<file path="src/rtl/core/fsp_pkg.sv">
package fsp_pkg;

  localparam int PAD_MAX     = 16;
  localparam int PAD_W       = $clog2(PAD_MAX + 1);
  localparam int TABLE_DEPTH = 128;
  localparam int TBL_AW      = $clog2(TABLE_DEPTH);

  localparam logic [7:0] CH_GT = 8'h3E;
  localparam logic [7:0] CH_NL = 8'h0A;

  typedef enum logic [1:0] {
    MODE_BYTE = 2'd0,
    MODE_END  = 2'd1,
    MODE_TBL  = 2'd2,
    MODE_NONE = 2'd3
  } mode_t;

  typedef enum logic [1:0] {
    ERR_NONE     = 2'd0,
    ERR_CAPACITY = 2'd1,
    ERR_HEADER   = 2'd2,
    ERR_NO_REC   = 2'd3
  } err_t;

  typedef enum logic [1:0] {
    REG_PAD_COUNT = 2'd0,
    REG_TERM_CODE = 2'd1,
    REG_CAPACITY  = 2'd2,
    REG_UNUSED    = 2'd3
  } reg_idx_t;

endpackage

</file>
<file path="src/rtl/core/fsp_if.sv">
interface fsp_byte_if;
  logic              valid;
  logic              ready;
  logic [1:0]        mode;
  logic [7:0]        data_byte;
  logic [6:0]        table_index;
  logic signed [7:0] table_value;

  modport source (output valid, mode, data_byte, table_index, table_value, input ready);
  modport sink   (input valid, mode, data_byte, table_index, table_value, output ready);
endinterface

interface fsp_sym_if;
  logic        valid;
  logic        ready;
  logic [6:0]  symbol;
  logic        is_pad;
  logic [15:0] record_index;
  logic [31:0] position;
  logic [1:0]  error_code;
  logic        last;

  modport source (output valid, symbol, is_pad, record_index, position, error_code, last,
                  input ready);
  modport sink   (input valid, symbol, is_pad, record_index, position, error_code, last,
                  output ready);
endinterface

</file>
<file path="src/rtl/core/fsp_ram.sv">
module fsp_ram #(
  parameter int WIDTH = 8,
  parameter int DEPTH = 128
) (
  input  logic                     clk,
  input  logic                     we,
  input  logic [$clog2(DEPTH)-1:0] waddr,
  input  logic [WIDTH-1:0]         wdata,
  input  logic                     re,
  input  logic [$clog2(DEPTH)-1:0] raddr,
  output logic [WIDTH-1:0]         rdata
);

  logic [WIDTH-1:0] mem [DEPTH];

  always_ff @(posedge clk) begin
    if (we) begin
      mem[waddr] <= wdata;
    end
    if (re) begin
      rdata <= mem[raddr];
    end
  end

endmodule

</file>
<file path="src/rtl/core/fasta_stream_symbol_parser.sv">
// FASTA byte stream to translated symbol stream.
//
// byte_in carries one beat per item: a FASTA byte (mode 0), end of input
// (mode 1) or a translation table write (mode 2, mode 3 is dropped).
// sym_out carries result beats; last marks the final beat of an item.
// cfg_we/cfg_index/cfg_data write pad_count, term_code and capacity.
//
// When a byte is accepted, its table entry is read from RAM at that edge;
// its beat then goes to the output register once sym_out is free.
// Throughput: one item per cycle for items with zero or one beat while
// sym_out does not stall. An item that opens a record or ends the input
// with padding holds byte_in not ready until its padding ends.
//
// Reset (rst, synchronous) clears phase and counters and loads register
// defaults; the table RAM is not cleared and must be written first.
// When sym_out stalls, the held item waits in the work stage and byte_in
// drops ready until that item can finish. After an error or end of input
// the block halts: bytes give no beats until reset, table writes still land.
module fasta_stream_symbol_parser
  import fsp_pkg::*;
(
  input  logic          clk,
  input  logic          rst,
  fsp_byte_if.sink      byte_in,
  fsp_sym_if.source     sym_out,
  input  logic          cfg_we,
  input  logic [1:0]    cfg_index,
  input  logic [31:0]   cfg_data
);

  typedef enum logic [1:0] {
    PH_SEEK   = 2'd0,
    PH_HEADER = 2'd1,
    PH_SEQ    = 2'd2,
    PH_HALT   = 2'd3
  } phase_t;

  // configuration
  logic [4:0]  pad_count;
  logic [6:0]  term_code;
  logic [31:0] capacity;

  // parse state
  phase_t      phase, phase_next;
  logic        prev_nl, prev_nl_next;
  logic [31:0] sym_cnt, sym_cnt_next;
  logic [15:0] rec_cnt, rec_cnt_next;

  // work stage
  logic             s1_valid;
  logic             s1_end;
  logic [7:0]       s1_byte;
  logic             pad_active, pad_active_next;
  logic [PAD_W-1:0] pad_left, pad_left_next;
  logic [PAD_W-1:0] padn;

  logic [7:0] tbl_rdata;
  logic       accept;
  logic       out_free;
  logic       finish;

  // beat being built this cycle
  logic        emit;
  logic [6:0]  e_sym;
  logic        e_pad;
  err_t        e_err;
  logic        e_last;

  assign out_free = !sym_out.valid || sym_out.ready;
  assign byte_in.ready = !s1_valid || finish;
  assign accept = byte_in.valid && byte_in.ready;

  always_comb begin
    if (32'(pad_count) > PAD_MAX) begin
      padn = PAD_W'(PAD_MAX);
    end else begin
      padn = PAD_W'(pad_count);
    end
  end

  fsp_ram #(.WIDTH(8), .DEPTH(TABLE_DEPTH)) u_table (
    .clk   (clk),
    .we    (accept && byte_in.mode == MODE_TBL),
    .waddr (TBL_AW'(byte_in.table_index)),
    .wdata (unsigned'(byte_in.table_value)),
    .re    (accept && byte_in.mode == MODE_BYTE),
    .raddr (TBL_AW'(byte_in.data_byte[6:0])),
    .rdata (tbl_rdata)
  );

  always_comb begin
    logic       want;
    logic [6:0] w_sym;
    logic       w_pad;
    logic       open_rec;

    want            = 1'b0;
    w_sym           = '0;
    w_pad           = 1'b0;
    open_rec        = 1'b0;
    phase_next      = phase;
    prev_nl_next    = prev_nl;
    sym_cnt_next    = sym_cnt;
    rec_cnt_next    = rec_cnt;
    pad_active_next = pad_active;
    pad_left_next   = pad_left;
    emit            = 1'b0;
    e_sym           = '0;
    e_pad           = 1'b0;
    e_err           = ERR_NONE;
    e_last          = 1'b1;
    finish          = 1'b0;

    if (s1_valid && out_free) begin
      if (pad_active) begin
        want  = 1'b1;
        w_sym = term_code;
        w_pad = 1'b1;
      end else begin
        finish = 1'b1;
        if (phase != PH_HALT) begin
          if (s1_end) begin
            unique case (phase)
              PH_SEEK: begin
                emit       = 1'b1;
                e_err      = ERR_NO_REC;
                phase_next = PH_HALT;
              end
              PH_HEADER: begin
                emit       = 1'b1;
                e_err      = ERR_HEADER;
                phase_next = PH_HALT;
              end
              default: begin
                // padding beats do not look at phase, so halt now
                phase_next = PH_HALT;
                if (sym_cnt != '0 && padn != '0) begin
                  pad_active_next = 1'b1;
                  pad_left_next   = padn;
                  finish          = 1'b0;
                end
              end
            endcase
          end else begin
            unique case (phase)
              PH_SEEK: begin
                open_rec = (s1_byte == CH_GT);
              end
              PH_HEADER: begin
                if (s1_byte == CH_NL) begin
                  phase_next   = PH_SEQ;
                  prev_nl_next = 1'b0;
                end
              end
              default: begin
                if (s1_byte == CH_GT && prev_nl) begin
                  open_rec = 1'b1;
                end else begin
                  if (!s1_byte[7] && !tbl_rdata[7]) begin
                    want  = 1'b1;
                    w_sym = tbl_rdata[6:0];
                  end
                  prev_nl_next = (s1_byte == CH_NL);
                end
              end
            endcase
          end
        end
      end
    end

    if (open_rec) begin
      if (rec_cnt != '1) begin
        rec_cnt_next = rec_cnt + 16'd1;
      end
      phase_next   = PH_HEADER;
      prev_nl_next = 1'b0;
      if (padn != '0) begin
        pad_active_next = 1'b1;
        pad_left_next   = padn;
        finish          = 1'b0;
      end
    end

    if (want) begin
      emit = 1'b1;
      if (sym_cnt >= capacity) begin
        e_err           = ERR_CAPACITY;
        phase_next      = PH_HALT;
        pad_active_next = 1'b0;
        finish          = 1'b1;
      end else begin
        e_sym        = w_sym;
        e_pad        = w_pad;
        sym_cnt_next = sym_cnt + 32'd1;
        if (w_pad) begin
          pad_left_next = pad_left - PAD_W'(1);
          e_last        = (pad_left == PAD_W'(1));
          if (pad_left == PAD_W'(1)) begin
            pad_active_next = 1'b0;
            finish          = 1'b1;
          end
        end
      end
    end
  end

  always_ff @(posedge clk) begin
    if (rst) begin
      pad_count     <= '0;
      term_code     <= '0;
      capacity      <= '1;
      phase         <= PH_SEEK;
      prev_nl       <= 1'b0;
      sym_cnt       <= '0;
      rec_cnt       <= '0;
      s1_valid      <= 1'b0;
      pad_active    <= 1'b0;
      pad_left      <= '0;
      sym_out.valid <= 1'b0;
    end else begin
      if (cfg_we) begin
        unique case (reg_idx_t'(cfg_index))
          REG_PAD_COUNT: pad_count <= cfg_data[4:0];
          REG_TERM_CODE: term_code <= cfg_data[6:0];
          REG_CAPACITY:  capacity  <= cfg_data;
          default: ;
        endcase
      end

      phase      <= phase_next;
      prev_nl    <= prev_nl_next;
      sym_cnt    <= sym_cnt_next;
      rec_cnt    <= rec_cnt_next;
      pad_active <= pad_active_next;
      pad_left   <= pad_left_next;

      // only bytes and end of input need the work stage
      if (accept && (byte_in.mode == MODE_BYTE || byte_in.mode == MODE_END)) begin
        s1_valid <= 1'b1;
        s1_end   <= (byte_in.mode == MODE_END);
        s1_byte  <= byte_in.data_byte;
      end else if (finish) begin
        s1_valid <= 1'b0;
      end

      if (emit) begin
        sym_out.valid        <= 1'b1;
        sym_out.symbol       <= e_sym;
        sym_out.is_pad       <= e_pad;
        sym_out.record_index <= rec_cnt;
        sym_out.position     <= sym_cnt;
        sym_out.error_code   <= e_err;
        sym_out.last         <= e_last;
      end else if (sym_out.ready) begin
        sym_out.valid <= 1'b0;
      end
    end
  end

  a_err_is_last: assert property (@(posedge clk) disable iff (rst)
    sym_out.valid && sym_out.error_code != ERR_NONE |-> sym_out.last)
    else $error("error beat without last");

  a_pad_no_err: assert property (@(posedge clk) disable iff (rst)
    sym_out.valid && sym_out.is_pad |-> sym_out.error_code == ERR_NONE)
    else $error("pad beat carries an error");

  a_halt_sticks: assert property (@(posedge clk) disable iff (rst)
    phase == PH_HALT |=> phase == PH_HALT)
    else $error("left halt without reset");

  a_pad_left: assert property (@(posedge clk) disable iff (rst)
    pad_active |-> s1_valid && pad_left != '0)
    else $error("padding with nothing left");

endmodule
</file>
<file path="src/flat_wrapper.sv">
// flat-port wrapper written by rule: the top's interface ports become plain ports
module fasta_stream_symbol_parser_flat import fsp_pkg::*;
  (clk, rst, cfg_we, cfg_index, cfg_data, byte_in_valid, byte_in_mode, byte_in_data_byte, byte_in_table_index, byte_in_table_value, byte_in_ready, sym_out_valid, sym_out_symbol, sym_out_is_pad, sym_out_record_index, sym_out_position, sym_out_error_code, sym_out_last, sym_out_ready);
  fsp_byte_if byte_in_i ();
  fsp_sym_if sym_out_i ();
  input  logic clk;
  input  logic rst;
  input  logic cfg_we;
  input  logic [1:0] cfg_index;
  input  logic [31:0] cfg_data;
  input wire logic [$bits(byte_in_i.valid)-1:0] byte_in_valid;
  input wire logic [$bits(byte_in_i.mode)-1:0] byte_in_mode;
  input wire logic [$bits(byte_in_i.data_byte)-1:0] byte_in_data_byte;
  input wire logic [$bits(byte_in_i.table_index)-1:0] byte_in_table_index;
  input wire logic [$bits(byte_in_i.table_value)-1:0] byte_in_table_value;
  output wire logic [$bits(byte_in_i.ready)-1:0] byte_in_ready;
  output wire logic [$bits(sym_out_i.valid)-1:0] sym_out_valid;
  output wire logic [$bits(sym_out_i.symbol)-1:0] sym_out_symbol;
  output wire logic [$bits(sym_out_i.is_pad)-1:0] sym_out_is_pad;
  output wire logic [$bits(sym_out_i.record_index)-1:0] sym_out_record_index;
  output wire logic [$bits(sym_out_i.position)-1:0] sym_out_position;
  output wire logic [$bits(sym_out_i.error_code)-1:0] sym_out_error_code;
  output wire logic [$bits(sym_out_i.last)-1:0] sym_out_last;
  input wire logic [$bits(sym_out_i.ready)-1:0] sym_out_ready;
  assign byte_in_i.valid = byte_in_valid;
  assign byte_in_i.mode = byte_in_mode;
  assign byte_in_i.data_byte = byte_in_data_byte;
  assign byte_in_i.table_index = byte_in_table_index;
  assign byte_in_i.table_value = byte_in_table_value;
  assign byte_in_ready = byte_in_i.ready;
  assign sym_out_valid = sym_out_i.valid;
  assign sym_out_symbol = sym_out_i.symbol;
  assign sym_out_is_pad = sym_out_i.is_pad;
  assign sym_out_record_index = sym_out_i.record_index;
  assign sym_out_position = sym_out_i.position;
  assign sym_out_error_code = sym_out_i.error_code;
  assign sym_out_last = sym_out_i.last;
  assign sym_out_i.ready = sym_out_ready;
  fasta_stream_symbol_parser u_core (.clk(clk), .rst(rst), .byte_in(byte_in_i), .sym_out(sym_out_i), .cfg_we(cfg_we), .cfg_index(cfg_index), .cfg_data(cfg_data));
endmodule
</file>
<file path="config.mk">
export PLATFORM = sky130hd
export DESIGN_NAME = fasta_stream_symbol_parser_flat
export DESIGN_NICKNAME = d
export VERILOG_FILES = /design/src/rtl/core/fsp_pkg.sv /design/src/rtl/core/fsp_if.sv /design/src/rtl/core/fsp_ram.sv /design/src/rtl/core/fasta_stream_symbol_parser.sv /design/src/flat_wrapper.sv
export SDC_FILE = /design/constraint.sdc
export NUM_CORES = 1
export LEC_CHECK = 0
export BUFFER_PORTS_ARGS = -buffer_cell sky130_fd_sc_hd__buf_2
export CORE_ASPECT_RATIO = 0.5
export CORE_MARGIN = 4
export CORE_UTILIZATION = 65
export CTS_BUF_LIST = sky130_fd_sc_hd__clkbuf_8
export DETAILED_ROUTE_END_ITERATION = 8
export PLACE_DENSITY = 0.92
export REMOVE_ABC_BUFFERS = 1
export SYNTH_ARGS = -nofsm -noshare
export SYNTH_HDL_FRONTEND = slang
export SYNTH_HIERARCHICAL = 1
export SYNTH_SLANG_ARGS = --single-unit
</file>
<file path="constraint.sdc">
create_clock -name clk -period 5.8 [get_ports clk]
set_clock_uncertainty 0.1 [all_clocks]
set_input_delay 0 -clock clk [delete_from_list [all_inputs] [get_ports clk]]
set_output_delay 0 -clock clk [all_outputs]
set_load 0.01 [all_outputs]
</file>
==> flow_summary_export.csv <==
group,metric,value,unit
timing,whs,0.135,ns
synth,syn_area,47500,um^2
final_layout,stdcell_area,53200,um^2
worst_setup_path,startpoint_type,"flop",
route,drc,0,
placement,dp_cells,3398,
final_layout,drive_gt1_share,25.6,%
final_layout,layout_commonest_cell,"edfxtp_1",
route,wire_per_inst,34.2,um
final_layout,final_cell_mix,"edfxtp_1 (1,100), mux4_2 (336), nor2_1 (231), clkbuf_8 (163), dlygate4sd3_1 (115)",
grt,grt_max_degree,100,
power,cellLeakagePower,17.4,nW
synth,synthArstFlopShare,0,%
floorplan,start_util,66.3,%
floorplan,die_w,390,um
timing,hold_viol,0,
clocking,cts_sinks,1203,
grt,grt.total_usage,34.1,%
route,routed-wl-met3,20.2,mm
placement,placed_area,49200,um^2
power,ir_drop,0.207,mV
floorplan,fp-row-count,69,
worst_hold_path,holdCritStartpoint,"byte_in_data_byte[5]",
outcome,status,"completed",
job,max_cap_violations,0,
timing,final_max_slew_viol_count,0,
synth,synth-seq-area-share,73.9,%
worst_setup_path,required,6.10,ns
clocking,cts_buffers,156,
grt,antenna_found_initial,12,
power,powerDensity,307,nW/um^2
worst_setup_path,reg2reg_from,"u_core/s1_end$_DFFE_PP_",
timing,setup-tns-final,0,ns
grt,grt_pass1_vias,26800,
timing,setup_viol,0,
timing,relSlewSlack,7.92,%
clocking,cts_max_path_buffers,3,
worst_setup_path,r2r_slack,0.16,ns
worst_setup_path,critPathMaxFanout,10,
route,highest_layer,"met5",
synth,ys_types,64,
worst_setup_path,r2r-end,"u_core/u_table/mem[4][7]$_DFFE_PP_",
worst_setup_path,arrival,5.94,ns
timing,tightest_slew,1.37,ns
worst_hold_path,hold_depth,2,
floorplan,die_y,199,um
final_layout,fillerInstances,3459,
route,first_pass_iters,6,
worst_setup_path,end_kind,"flop",
timing,rsz0062_at_grt,"no",
worst_hold_path,whs_endpoint,"u_core/s1_byte[5]$_DFFE_PP_",
route,antenna_left,0,
timing,period_needed,5.64,ns
synth,synth_edf_count,1100,
final_layout,nets,2814,
floorplan,ios,125,
clocking,clkTransAtPathRegs,0.07,ns
placement,dp_hpwl,75.3,mm
timing,period_share,97.2,%
floorplan,fp.dieArea,77800,um^2
floorplan,core,71700,um^2
placement,place.gp.congestion,0.846,
route,drt_wl_total,130,mm
worst_setup_path,path_class,"reg -> reg",
final_layout,fin_cells,3803,
route,drt_iter0_drc,4937,
placement,port_buffers,124,
worst_hold_path,min_path_type,"in -> reg",
timing,max_freq,177,MHz
grt,grt_overflow,0,
synth,ys_ff_latch,1203,
route,viasPerCell,7.18,
synth,ys.flop_type,"edfxtp_1",
grt,grt_pass1_wl,190,mm
synth,synth_cells,2399,
route,met1Wirelength,42.8,mm
clocking,clock-root-buffer,"clkbuf_8",
worst_setup_path,reg2reg_depth,11,
synth,syn_area_per_cell,19.8,um^2
clocking,cts_tree,"done",
clocking,ctsHtreeMaxLevel,4,
clocking,clk-insertion-delay-late,0.79,ns
route,route.vias.total,27300,
route,dr_wl_met2,61.2,mm
synth,yosys_warnings,6,
power,total_power,0.0163,W
final_layout,area_growth,11.9,%
==> stage by stage <==
stage / util (%) / worst slack, ns
floorplan: - / 1.05
global placement: 68.7 / 1.04
detailed placement: 68.7 / 0.645
CTS: 74.2 / 0.544
global route: 74.2 / 0.0657
finish: 74.2 / 0.162
==> worst max-delay path by stage <==
stage / startpoint / depth (start not counted) / slack (ns) / endpoint
after floorplan: u_core/s1_end$_DFFE_PP_ / 5 / 1.05 / u_core/sym_out.error_code[0]$_DFFE_PP_
after global routing: u_core/sym_cnt[13]$_SDFFE_PP0P_ / 12 / 0.07 / u_core/u_table/mem[4][1]$_DFFE_PP_
final: u_core/s1_end$_DFFE_PP_ / 11 / 0.16 / u_core/u_table/mem[4][7]$_DFFE_PP_
after detailed placement: u_core/sym_cnt[15]$_SDFFE_PP0P_ / 12 / 0.65 / u_core/u_table/mem[4][7]$_DFFE_PP_
after global placement: u_core/sym_cnt[14]$_SDFFE_PP0P_ / 12 / 1.04 / u_core/u_table/mem[68][3]$_DFFE_PP_
after CTS: u_core/sym_cnt[13]$_SDFFE_PP0P_ / 12 / 0.54 / u_core/u_table/mem[4][1]$_DFFE_PP_
==> synthesized netlist by cell type (3+ instances only) <==
master | number | area share (%)
a21o_1 | 3 | 0.047
a211o_1 | 32 | 0.59
nor2_1 | 231 | 1.8
and4_1 | 4 | 0.074
nand3_1 | 34 | 0.36
mux4_2 | 336 | 16
a21oi_1 | 25 | 0.26
clkbuf_1 | 65 | 0.51
dfxtp_1 | 103 | 4.3
nand2b_1 | 7 | 0.092
inv_1 | 49 | 0.39
o211ai_1 | 3 | 0.047
nand2_1 | 55 | 0.43
o21a_1 | 3 | 0.047
and3_1 | 8 | 0.11
nor3_1 | 28 | 0.29
edfxtp_1 | 1100 | 70
buf_1 | 26 | 0.21
nand4b_1 | 3 | 0.055
or2_2 | 4 | 0.053
ha_1 | 37 | 0.97
a211oi_1 | 6 | 0.095
or4_1 | 12 | 0.19
mux2_2 | 21 | 0.50
nand4_1 | 19 | 0.25
buf_4 | 11 | 0.17
and2_1 | 4 | 0.053
o21ai_0 | 26 | 0.27
nor3b_1 | 8 | 0.13
a31oi_1 | 4 | 0.053
nand3b_1 | 3 | 0.047
nor4_1 | 9 | 0.12
xor2_1 | 12 | 0.22
or3_1 | 7 | 0.092
mux2i_1 | 14 | 0.29
buf_2 | 19 | 0.20
xnor2_1 | 5 | 0.092
nor2b_1 | 32 | 0.42
==> worst max-delay path: stages, from the launching register on <==
cell and delay [ns]:
edfxtp_1 0.48, nor3_1 0.36, nand2_1 0.13, a21oi_1 0.64
and2_1 0.24, a221oi_1 0.09, o31ai_1 0.60, and4b_1 0.70
nor2b_1 0.45, nand2_1 0.41, buf_4 0.33, nor2_1 0.71
==> state kept, by name, summed over array words and instances, names as in the netlist <==
register / cells
u_core/pad_active: 1
u_core/phase: 2
u_core/sym_out.position: 32
u_core/s1_valid: 1
u_core/pad_count: 5
u_core/pad_left: 5
u_core/prev_nl: 1
u_core/capacity: 32
u_core/rec_cnt: 16
u_core/u_table/mem: 1024
u_core/sym_out.valid: 1
u_core/term_code: 7
u_core/u_table/rdata: 8
u_core/sym_out.record_index: 16
u_core/sym_out.error_code: 2
u_core/s1_end: 1
u_core/sym_out.symbol: 7
u_core/sym_out.is_pad: 1
u_core/sym_out.last: 1
u_core/sym_cnt: 32
u_core/s1_byte: 8
==> logic make-up after synthesis <==
group                    after synthesis  share of synthesized area [%]
multiplexers                         372                           16.7
adder cells (fa/ha/maj)               37                          0.974
AND/OR/NAND/NOR                      476                           4.75
AO/OA/AOI/OAI                        122                           1.83
flip-flops                          1203                           73.9
buffers and inverters                172                           1.53
XOR/XNOR                              17                          0.313
==> repair_timing <==
| item | CTS | global route |
|---|---|---|
| gates resized for setup | 0 | 0 |
| hold endpoints to repair | 660 | 0 |
| buffers inserted | 0 | 0 |
| hold buffers | 115 | 0 |
==> final cells by class <==
| type | count | area, um^2 | area share [%] |
|---|---|---|---|
| clock inverter | 121 | 536 | 1.01 |
| inverter | 49 | 184 | 0.346 |
| antenna | 6 | 15.0 | 0.0282 |
| multi-input combinational | 1024 | 11700 | 22.0 |
| timing repair buffer | 279 | 2180 | 4.10 |
| tap | 958 | 1200 | 2.25 |
| sequential | 1203 | 35100 | 66.0 |
| clock buffer | 163 | 2240 | 4.22 |
==> layer usage <==
metal	GRT usage [%]	vias up
met3	10.3	472
met1	46.8	13500
li1	-	10400
met5	0	-
met2	53.3	2911
met4	12.7	14
==> power breakdown <==
group | internal (W) | switching (W)
Combinational | 0.000380 | 0.000572
Sequential | 0.00948 | 0.0000144
Clock | 0.00263 | 0.00323
Total | 0.0125 | 0.00382
(Power assumes the default switching activity.)
